**config.mk**
```make
export PLATFORM = sky130hd
export DESIGN_NAME = sliding_window_max
export DESIGN_NICKNAME = d
export VERILOG_FILES = /design/src/swm_pkg.sv /design/src/sliding_window_max.sv
export SDC_FILE = /design/constraint.sdc
export NUM_CORES = 2
export LEC_CHECK = 0
export BUFFER_PORTS_ARGS = -buffer_cell sky130_fd_sc_hd__buf_2
export CORE_AREA = 2 2 365 638
export CTS_CLUSTER_DIAMETER = 200
export CTS_CLUSTER_SIZE = 30
export DETAILED_ROUTE_END_ITERATION = 6
export DIE_AREA = 0 0 367 640
export PLACE_DENSITY = 0.44
export SETUP_SLACK_MARGIN = 0.1
export SYNTH_ARGS = -nofsm -noshare
export SYNTH_HDL_FRONTEND = slang
export SYNTH_SLANG_ARGS = --single-unit
export TNS_END_PERCENT = 50
```
**constraint.sdc**
```tcl
create_clock -name clk -period 11.4 [get_ports clk]
set_clock_uncertainty 0.15 [all_clocks]
set_input_delay 0.57 -clock clk [delete_from_list [all_inputs] [get_ports clk]]
set_output_delay 0.57 -clock clk [all_outputs]
set_load 0.02 [all_outputs]
```
**src/swm_pkg.sv**
```systemverilog
package swm_pkg;

  localparam int CFG_WIDTH = 7;
  localparam logic [CFG_WIDTH-1:0] CFG_RESET = 7'd1;

  typedef enum logic [5:0] {
    ST_IDLE       = 6'b000001,
    ST_EXP_ISSUE  = 6'b000010,
    ST_EXP_CHECK  = 6'b000100,
    ST_DROP_ISSUE = 6'b001000,
    ST_DROP_CHECK = 6'b010000,
    ST_PUSH       = 6'b100000
  } state_t;

endpackage

```
**src/sliding_window_max.sv**
```systemverilog
// Channel  | Dir | Handshake                 | Payload
// ---------+-----+---------------------------+------------------------------------------
// in_      | in  | in_tvalid / in_tready     | tdata: sample; tuser: start; tlast: end
// out_     | out | out_tvalid / out_tready   | tdata: window_max; tlast: last_result
// cfg_     | in  | cfg_valid / cfg_ready     | cfg_data: window_size
//
// A sample steps through idle, an expire scan from the head and a drop scan from the tail,
// where each queue entry is first issued as a read and then checked, and a push; a result
// is handed out from idle. The single-read-port queue RAM is why each entry needs both.
// Reset (rst_n, synchronous) empties the queue and sets window_size to 1; the RAM
// itself is not cleared. A stalled result waits in the output register while the
// next sample is taken; the block holds off only when a second result is ready.
module sliding_window_max
  import swm_pkg::*;
#(
  parameter int MAX_WINDOW   = 64,
  parameter int SAMPLE_WIDTH = 16
) (
  input  logic                             clk,
  input  logic                             rst_n,
  input  logic                             in_tvalid,
  output logic                             in_tready,
  input  logic [((SAMPLE_WIDTH+7)/8)*8-1:0] in_tdata,  // [SW-1:0] sample, zero pad
  input  logic                             in_tuser,  // [0] start_of_sequence
  input  logic                             in_tlast,  // end_of_sequence
  output logic                             out_tvalid,
  input  logic                             out_tready,
  output logic [((SAMPLE_WIDTH+7)/8)*8-1:0] out_tdata, // [SW-1:0] window_max, zero pad
  output logic                             out_tlast, // last_result
  input  logic                             cfg_valid,
  output logic                             cfg_ready,
  input  logic [CFG_WIDTH-1:0]             cfg_data
);

  localparam int DW      = ((SAMPLE_WIDTH + 7) / 8) * 8;
  localparam int AW      = (MAX_WINDOW > 1) ? $clog2(MAX_WINDOW) : 1;
  localparam int WW      = $clog2(MAX_WINDOW + 1);
  localparam int POS_MOD = 2 * MAX_WINDOW;
  localparam int PW      = $clog2(POS_MOD);
  localparam int EW      = SAMPLE_WIDTH + PW;

  localparam logic [AW-1:0] IDX_LAST = AW'(MAX_WINDOW - 1);
  localparam logic [PW-1:0] POS_LAST = PW'(POS_MOD - 1);
  localparam logic [WW-1:0] WIN_MAX  = WW'(MAX_WINDOW);

  // queue RAM: {position, value}
  logic [EW-1:0] mem [MAX_WINDOW];
  logic [EW-1:0] rd_data_r;
  logic [AW-1:0] rd_addr;
  logic          wr_en;

  state_t                   state_r, state_nxt;
  logic [CFG_WIDTH-1:0]     win_cfg_r, win_cfg_nxt;
  logic [AW-1:0]            head_r, head_nxt;
  logic [AW-1:0]            tail_r, tail_nxt;
  logic [WW-1:0]            count_r, count_nxt;
  logic [PW-1:0]            pos_r, pos_nxt;
  logic [WW-1:0]            fill_r, fill_nxt;
  logic [WW-1:0]            win_r, win_nxt;
  logic [SAMPLE_WIDTH-1:0]  samp_r, samp_nxt;
  logic                     eos_r, eos_nxt;
  logic [SAMPLE_WIDTH-1:0]  head_val_r, head_val_nxt;
  logic                     res_pend_r, res_pend_nxt;
  logic                     out_valid_r, out_valid_nxt;
  logic [SAMPLE_WIDTH-1:0]  out_val_r, out_val_nxt;
  logic                     out_last_r, out_last_nxt;

  logic [SAMPLE_WIDTH-1:0]  rd_val;
  logic [PW-1:0]            rd_pos;
  logic [PW:0]              age;
  logic [WW-1:0]            win_eff;
  logic [AW-1:0]            tail_prev;
  logic [WW-1:0]            fill_inc;
  logic                     out_free;

  assign rd_val    = rd_data_r[SAMPLE_WIDTH-1:0];
  assign rd_pos    = rd_data_r[EW-1:SAMPLE_WIDTH];
  assign tail_prev = (tail_r == '0) ? IDX_LAST : tail_r - AW'(1);
  assign out_free  = !out_valid_r || out_tready;

  // age of the head entry, modulo 2*MAX_WINDOW
  always_comb begin
    if (pos_r >= rd_pos) begin
      age = {1'b0, pos_r} - {1'b0, rd_pos};
    end else begin
      age = {1'b0, pos_r} + (PW+1)'(POS_MOD) - {1'b0, rd_pos};
    end
  end

  // clamp window size into 1..MAX_WINDOW
  always_comb begin
    if (win_cfg_r == '0) begin
      win_eff = WW'(1);
    end else if (32'(win_cfg_r) > 32'(MAX_WINDOW)) begin
      win_eff = WIN_MAX;
    end else begin
      win_eff = WW'(win_cfg_r);
    end
  end

  assign fill_inc = (fill_r < WIN_MAX) ? fill_r + WW'(1) : fill_r;

  always_comb begin
    state_nxt     = state_r;
    win_cfg_nxt   = win_cfg_r;
    head_nxt      = head_r;
    tail_nxt      = tail_r;
    count_nxt     = count_r;
    pos_nxt       = pos_r;
    fill_nxt      = fill_r;
    win_nxt       = win_r;
    samp_nxt      = samp_r;
    eos_nxt       = eos_r;
    head_val_nxt  = head_val_r;
    res_pend_nxt  = res_pend_r;
    out_valid_nxt = out_valid_r;
    out_val_nxt   = out_val_r;
    out_last_nxt  = out_last_r;
    rd_addr       = head_r;
    wr_en         = 1'b0;

    if (cfg_valid) begin
      win_cfg_nxt = cfg_data;
    end

    if (out_valid_r && out_tready) begin
      out_valid_nxt = 1'b0;
    end

    case (state_r)
      ST_IDLE: begin
        if (res_pend_r) begin
          if (out_free) begin
            out_valid_nxt = 1'b1;
            out_val_nxt   = head_val_r;
            out_last_nxt  = eos_r;
            res_pend_nxt  = 1'b0;
          end
        end else if (in_tvalid) begin
          samp_nxt = in_tdata[SAMPLE_WIDTH-1:0];
          eos_nxt  = in_tlast;
          win_nxt  = win_eff;
          if (in_tuser) begin
            head_nxt  = '0;
            tail_nxt  = '0;
            count_nxt = '0;
            pos_nxt   = '0;
            fill_nxt  = '0;
          end
          state_nxt = ST_EXP_ISSUE;
        end
      end
      ST_EXP_ISSUE: begin
        rd_addr = head_r;
        if (count_r == '0) begin
          state_nxt = ST_DROP_ISSUE;
        end else begin
          state_nxt = ST_EXP_CHECK;
        end
      end
      ST_EXP_CHECK: begin
        if (age >= (PW+1)'(win_r)) begin
          head_nxt  = (head_r == IDX_LAST) ? '0 : head_r + AW'(1);
          count_nxt = count_r - WW'(1);
          state_nxt = ST_EXP_ISSUE;
        end else begin
          head_val_nxt = rd_val;
          state_nxt    = ST_DROP_ISSUE;
        end
      end
      ST_DROP_ISSUE: begin
        rd_addr = tail_prev;
        if (count_r == '0) begin
          state_nxt = ST_PUSH;
        end else begin
          state_nxt = ST_DROP_CHECK;
        end
      end
      ST_DROP_CHECK: begin
        if ($signed(rd_val) <= $signed(samp_r)) begin
          tail_nxt  = tail_prev;
          count_nxt = count_r - WW'(1);
          state_nxt = ST_DROP_ISSUE;
        end else begin
          state_nxt = ST_PUSH;
        end
      end
      ST_PUSH: begin
        wr_en     = 1'b1;
        tail_nxt  = (tail_r == IDX_LAST) ? '0 : tail_r + AW'(1);
        count_nxt = count_r + WW'(1);
        pos_nxt   = (pos_r == POS_LAST) ? '0 : pos_r + PW'(1);
        fill_nxt  = fill_inc;
        // queue emptied: the new sample becomes the head
        if (count_r == '0) begin
          head_val_nxt = samp_r;
        end
        res_pend_nxt = (fill_inc >= win_r);
        state_nxt    = ST_IDLE;
      end
      default: begin
        state_nxt = ST_IDLE;
      end
    endcase
  end

  always_ff @(posedge clk) begin
    if (wr_en) begin
      mem[tail_r] <= {pos_r, samp_r};
    end
    rd_data_r <= mem[rd_addr];
  end

  always_ff @(posedge clk) begin
    if (!rst_n) begin
      state_r     <= ST_IDLE;
      win_cfg_r   <= CFG_RESET;
      head_r      <= '0;
      tail_r      <= '0;
      count_r     <= '0;
      pos_r       <= '0;
      fill_r      <= '0;
      res_pend_r  <= 1'b0;
      out_valid_r <= 1'b0;
    end else begin
      state_r     <= state_nxt;
      win_cfg_r   <= win_cfg_nxt;
      head_r      <= head_nxt;
      tail_r      <= tail_nxt;
      count_r     <= count_nxt;
      pos_r       <= pos_nxt;
      fill_r      <= fill_nxt;
      res_pend_r  <= res_pend_nxt;
      out_valid_r <= out_valid_nxt;
    end
  end

  always_ff @(posedge clk) begin
    win_r      <= win_nxt;
    samp_r     <= samp_nxt;
    eos_r      <= eos_nxt;
    head_val_r <= head_val_nxt;
    out_val_r  <= out_val_nxt;
    out_last_r <= out_last_nxt;
  end

  assign in_tready  = (state_r == ST_IDLE) && !res_pend_r;
  assign cfg_ready  = 1'b1;
  assign out_tvalid = out_valid_r;
  assign out_tdata  = DW'(out_val_r);
  assign out_tlast  = out_last_r;

endmodule

```
==> reports/results.txt <==
largest net degree at the start of global routing -> 146
routed vias/inst -> 4.946
Worst-Margin Slew -> 1.416 ns
Worst Setup Path Type -> flip-flop to flip-flop
CTS tree -> yes
Total GRT Usage -> 18.22%
fin crit share -> 51.40%
first-pass iteration count of the detailed router -> 6
most used flip-flop cell after synthesis -> edfxtp_1
delay-heaviest family, CP -> buffers and inverters
placed insts -> 7956
Worst setup EP type -> flip-flop
setup bufs post-CTS -> 0
Post-Synthesis Cells -> 4968
mapped cell area -> 0.06406 mm^2
commonest non-fill, non-tap cell in the layout -> edfxtp_1
FF-to-FF Start -> tail_r[0]$_SDFFE_PN0P_
Max-slew headroom -> 4.712%
Lkg Pwr -> 23.06 nW
Multi-input gate area -> 0.01601 mm^2
Net count, final -> 5067
f_max -> 170.7 MHz
PwrDens -> 146.8 mW/mm^2
CP startpoint kind -> flip-flop
Starting Density -> 27.88%
Register Area -> 0.04734 mm^2
post-synthesis net count -> 5048
Critical Path Start -> tail_r[0]$_SDFFE_PN0P_
Num CTS Buffers -> 59
status -> finished clean
CTS root buffer -> clkbuf_16
share of cells above drive strength 1 -> 9.150%
Data required, critical path -> 11.92 ns
Yosys cell types -> 70
vias in the first global route -> 39060
Port Buffers -> 48
final slew viol count -> 0
Max VDD drop -> 0.1276 mV
final setup vio count -> 0
Post-synth EDFFs -> 1529
WL final -> 219400 um
Die ar. -> 0.2349 mm^2
most frequent cells in the layout -> 1529 x edfxtp_1, 1339 x nand2_1, 639 x nand3_1
end point of the critical path -> rd_data_r[0]$_DFF_P_
CTS clk-pin slew, worst paths -> 0.12 ns
grt ovf -> 0
Buffers & Inverters on Critical Path -> 5
cell breakdown of the critical path -> inv_1, ha_1, nor2b_1, nand2_1, a31o_4, buf_4, buf_4, buf_4, nand3_1, a21oi_1, nor4_2, buf_4, a32o_1
Async SR Flop Fraction -> 0%
#FFs+latches synth -> 1600
CP max-delay cell -> a31o_4
num rows -> 233
Hold-fix buffers, CTS -> 25
DP Wirelength -> 133400 um
Layout area overhead -> 10.89%
Avg Cell Area, Syn -> 12.89 um^2
Most common cell on crit path -> buf_4
Final Hold Fails -> 0
CTS Buffer Depth -> 3
routed via count -> 40050
sequential cell area fraction in the yosys report -> 73.90%
first-pass GRT wire length -> 306900 um
number of routed nets with antenna violations -> 0
worst reg-to-reg setup slack -> 5.54 ns
RSZ-0062 raised after global routing -> no
min cycle time layout -> 5.860 ns
Routed wire per std cell -> 27.09 um
fin cells -> 8098
crit-path max FO -> 65
initial antenna violation count -> 6
Die Y -> 640 um
maxcap violations -> 0
Core Region -> 0.2297 mm^2
Post-route DRC -> 0
H-tree levels -> 2
filler instances -> 23190
setup TNS -> 0 ns
Worst Path Arrival -> 6.38 ns
Placer Congestion -> 0.8178
Top-Level Pins -> 50
R2R cell count -> 13
Iteration-0 DRC Markers -> 3385
Hold WC Path Type -> primary input to flip-flop
Yosys warnings -> 0
Die X -> 367 um
critical path depth -> 13
CTS resizes -> 0
peak per-stage delay on the critical path -> 0.78 ns
worst flop-to-flop path endpoint -> rd_data_r[0]$_DFF_P_
clk_lat worst skew -> 0.77 ns
clk sinks -> 1600
area by class of cell:
cell class | instances | share of cell area, %
Tap cell | 3055 | 5.381
Sequential cell | 1600 | 66.65
Antenna cell | 5 | 0.01761
Clock inverter | 3 | 0.06341
Inverter | 38 | 0.2008
Multi-Input combinational cell | 3029 | 22.54
Timing Repair Buffer | 259 | 2.769
Clock buffer | 109 | 2.373
synth_stat cells, types with 4 or more instances:
| master | count | area (um^2) |
|---|---|---|
| a21oi_1 | 311 | 1556 |
| o21bai_1 | 5 | 37.54 |
| dfxtp_1 | 71 | 1421 |
| nand3b_1 | 7 | 52.55 |
| buf_2 | 144 | 720.7 |
| nor4_1 | 74 | 462.9 |
| edfxtp_1 | 1529 | 45910 |
| a32o_1 | 23 | 230.2 |
| o21a_1 | 6 | 45.04 |
| a32oi_1 | 4 | 35.03 |
| inv_1 | 37 | 138.9 |
| and3b_1 | 6 | 52.55 |
| nand2_1 | 1344 | 5045 |
| and3_1 | 17 | 106.4 |
| xnor2_1 | 12 | 105.1 |
| or4_1 | 5 | 37.54 |
| nor2_1 | 99 | 371.6 |
| xor2_1 | 10 | 87.58 |
| nand3_1 | 641 | 3208 |
| nor2b_1 | 13 | 81.33 |
| a22oi_1 | 53 | 397.9 |
| nand4b_1 | 4 | 35.03 |
| or3_1 | 7 | 43.79 |
| buf_1 | 18 | 67.56 |
| a31oi_1 | 57 | 356.6 |
| mux2i_1 | 108 | 1081 |
| clkbuf_1 | 127 | 476.7 |
| buf_4 | 11 | 82.58 |
| o31ai_1 | 5 | 37.54 |
| nor3_1 | 44 | 220.2 |
| nand4_1 | 7 | 43.79 |
| a211oi_1 | 15 | 112.6 |
| ha_1 | 48 | 600.6 |
| o21ai_0 | 39 | 195.2 |
| nand2b_1 | 6 | 37.54 |
| a21o_1 | 15 | 112.6 |
registers in the layout, summed over array words and instances, names as in the netlist, 7 cells and up:
signal / cells
out_tdata: 16
count_r: 7
win_cfg_r: 7
mem: 1472
rd_data_r: 23
pos_r: 7
win_r: 7
head_val_r: 16
samp_r: 16
fill_r: 7
worst min path at each step:
stage                            startpoint                        end  slack, ns  cells past startpoint
finish                            cfg_valid  win_cfg_r[0]$_SDFFE_PN1P_       0.04                      3
global route                      cfg_valid  win_cfg_r[3]$_SDFFE_PN0P_       0.05                      3
CTS                               cfg_valid  win_cfg_r[0]$_SDFFE_PN1P_       0.01                      3
detailed placement  head_val_r[4]$_DFFE_PP_     out_tdata[4]$_DFFE_PP_       0.26                      0
global placement    head_val_r[6]$_DFFE_PP_     out_tdata[6]$_DFFE_PP_       0.25                      0
floorplan           head_val_r[0]$_DFFE_PP_     out_tdata[0]$_DFFE_PP_       0.25                      0
where the power goes:
| group | total [mW] | internal [mW] | leakage [nW] | switching (mW) |
|---|---|---|---|---|
| registers | 6.72 | 6.65 | 14.4 | 0.0644 |
| logic | 0.852 | 0.181 | 7.86 | 0.671 |
| clock network | 2.86 | 1.02 | 0.818 | 1.83 |
metrics by stage:
stage	power, mW	hold slack [ns]	util, %	setup slack (ns)	area [um^2]
after floorplan	7.263	0.2503	-	6.756	64060
after global placement	7.696	0.2544	29.89	5.002	68650
after detailed placement	7.701	0.2557	30.05	5.639	69040
after CTS	10.50	0.01245	30.91	5.596	71020
after global routing	10.72	0.05299	30.92	5.272	71020
final	10.43	0.04424	30.92	5.540	71030
routing by layer:
metal	track usage, %	share of wire, %	up-vias
met4	6.643	4.6	0
met2	35.27	54	788
met5	0	0	-
met1	20.48	38	20950
li1	-	-	18090
met3	1.664	3.2	219
logic make-up (layout without fill, tap and decap cells):
kind of cell | after synthesis | count (layout) | share of synthesized area (%)
DFF | 1600 | 1600 | 73.90
other | 1 | 6 | 0.005854
buffers and inverters | 339 | 409 | 2.344
xor gates and xnor gates | 22 | 22 | 0.3008
muxes | 109 | 109 | 1.705
and+or+nand+nor | 2291 | 2291 | 15.54
AOI/OAI and AO/OA | 556 | 556 | 5.208
adders and majority gates | 50 | 50 | 1.000
tightest hold or removal path: cells and delay by family:
family                 cells  cell delay, ns
and+or+nand+nor            1            0.06
muxes                      1            0.14
buffers and inverters      1            0.17
(Power assumes the default switching activity.)
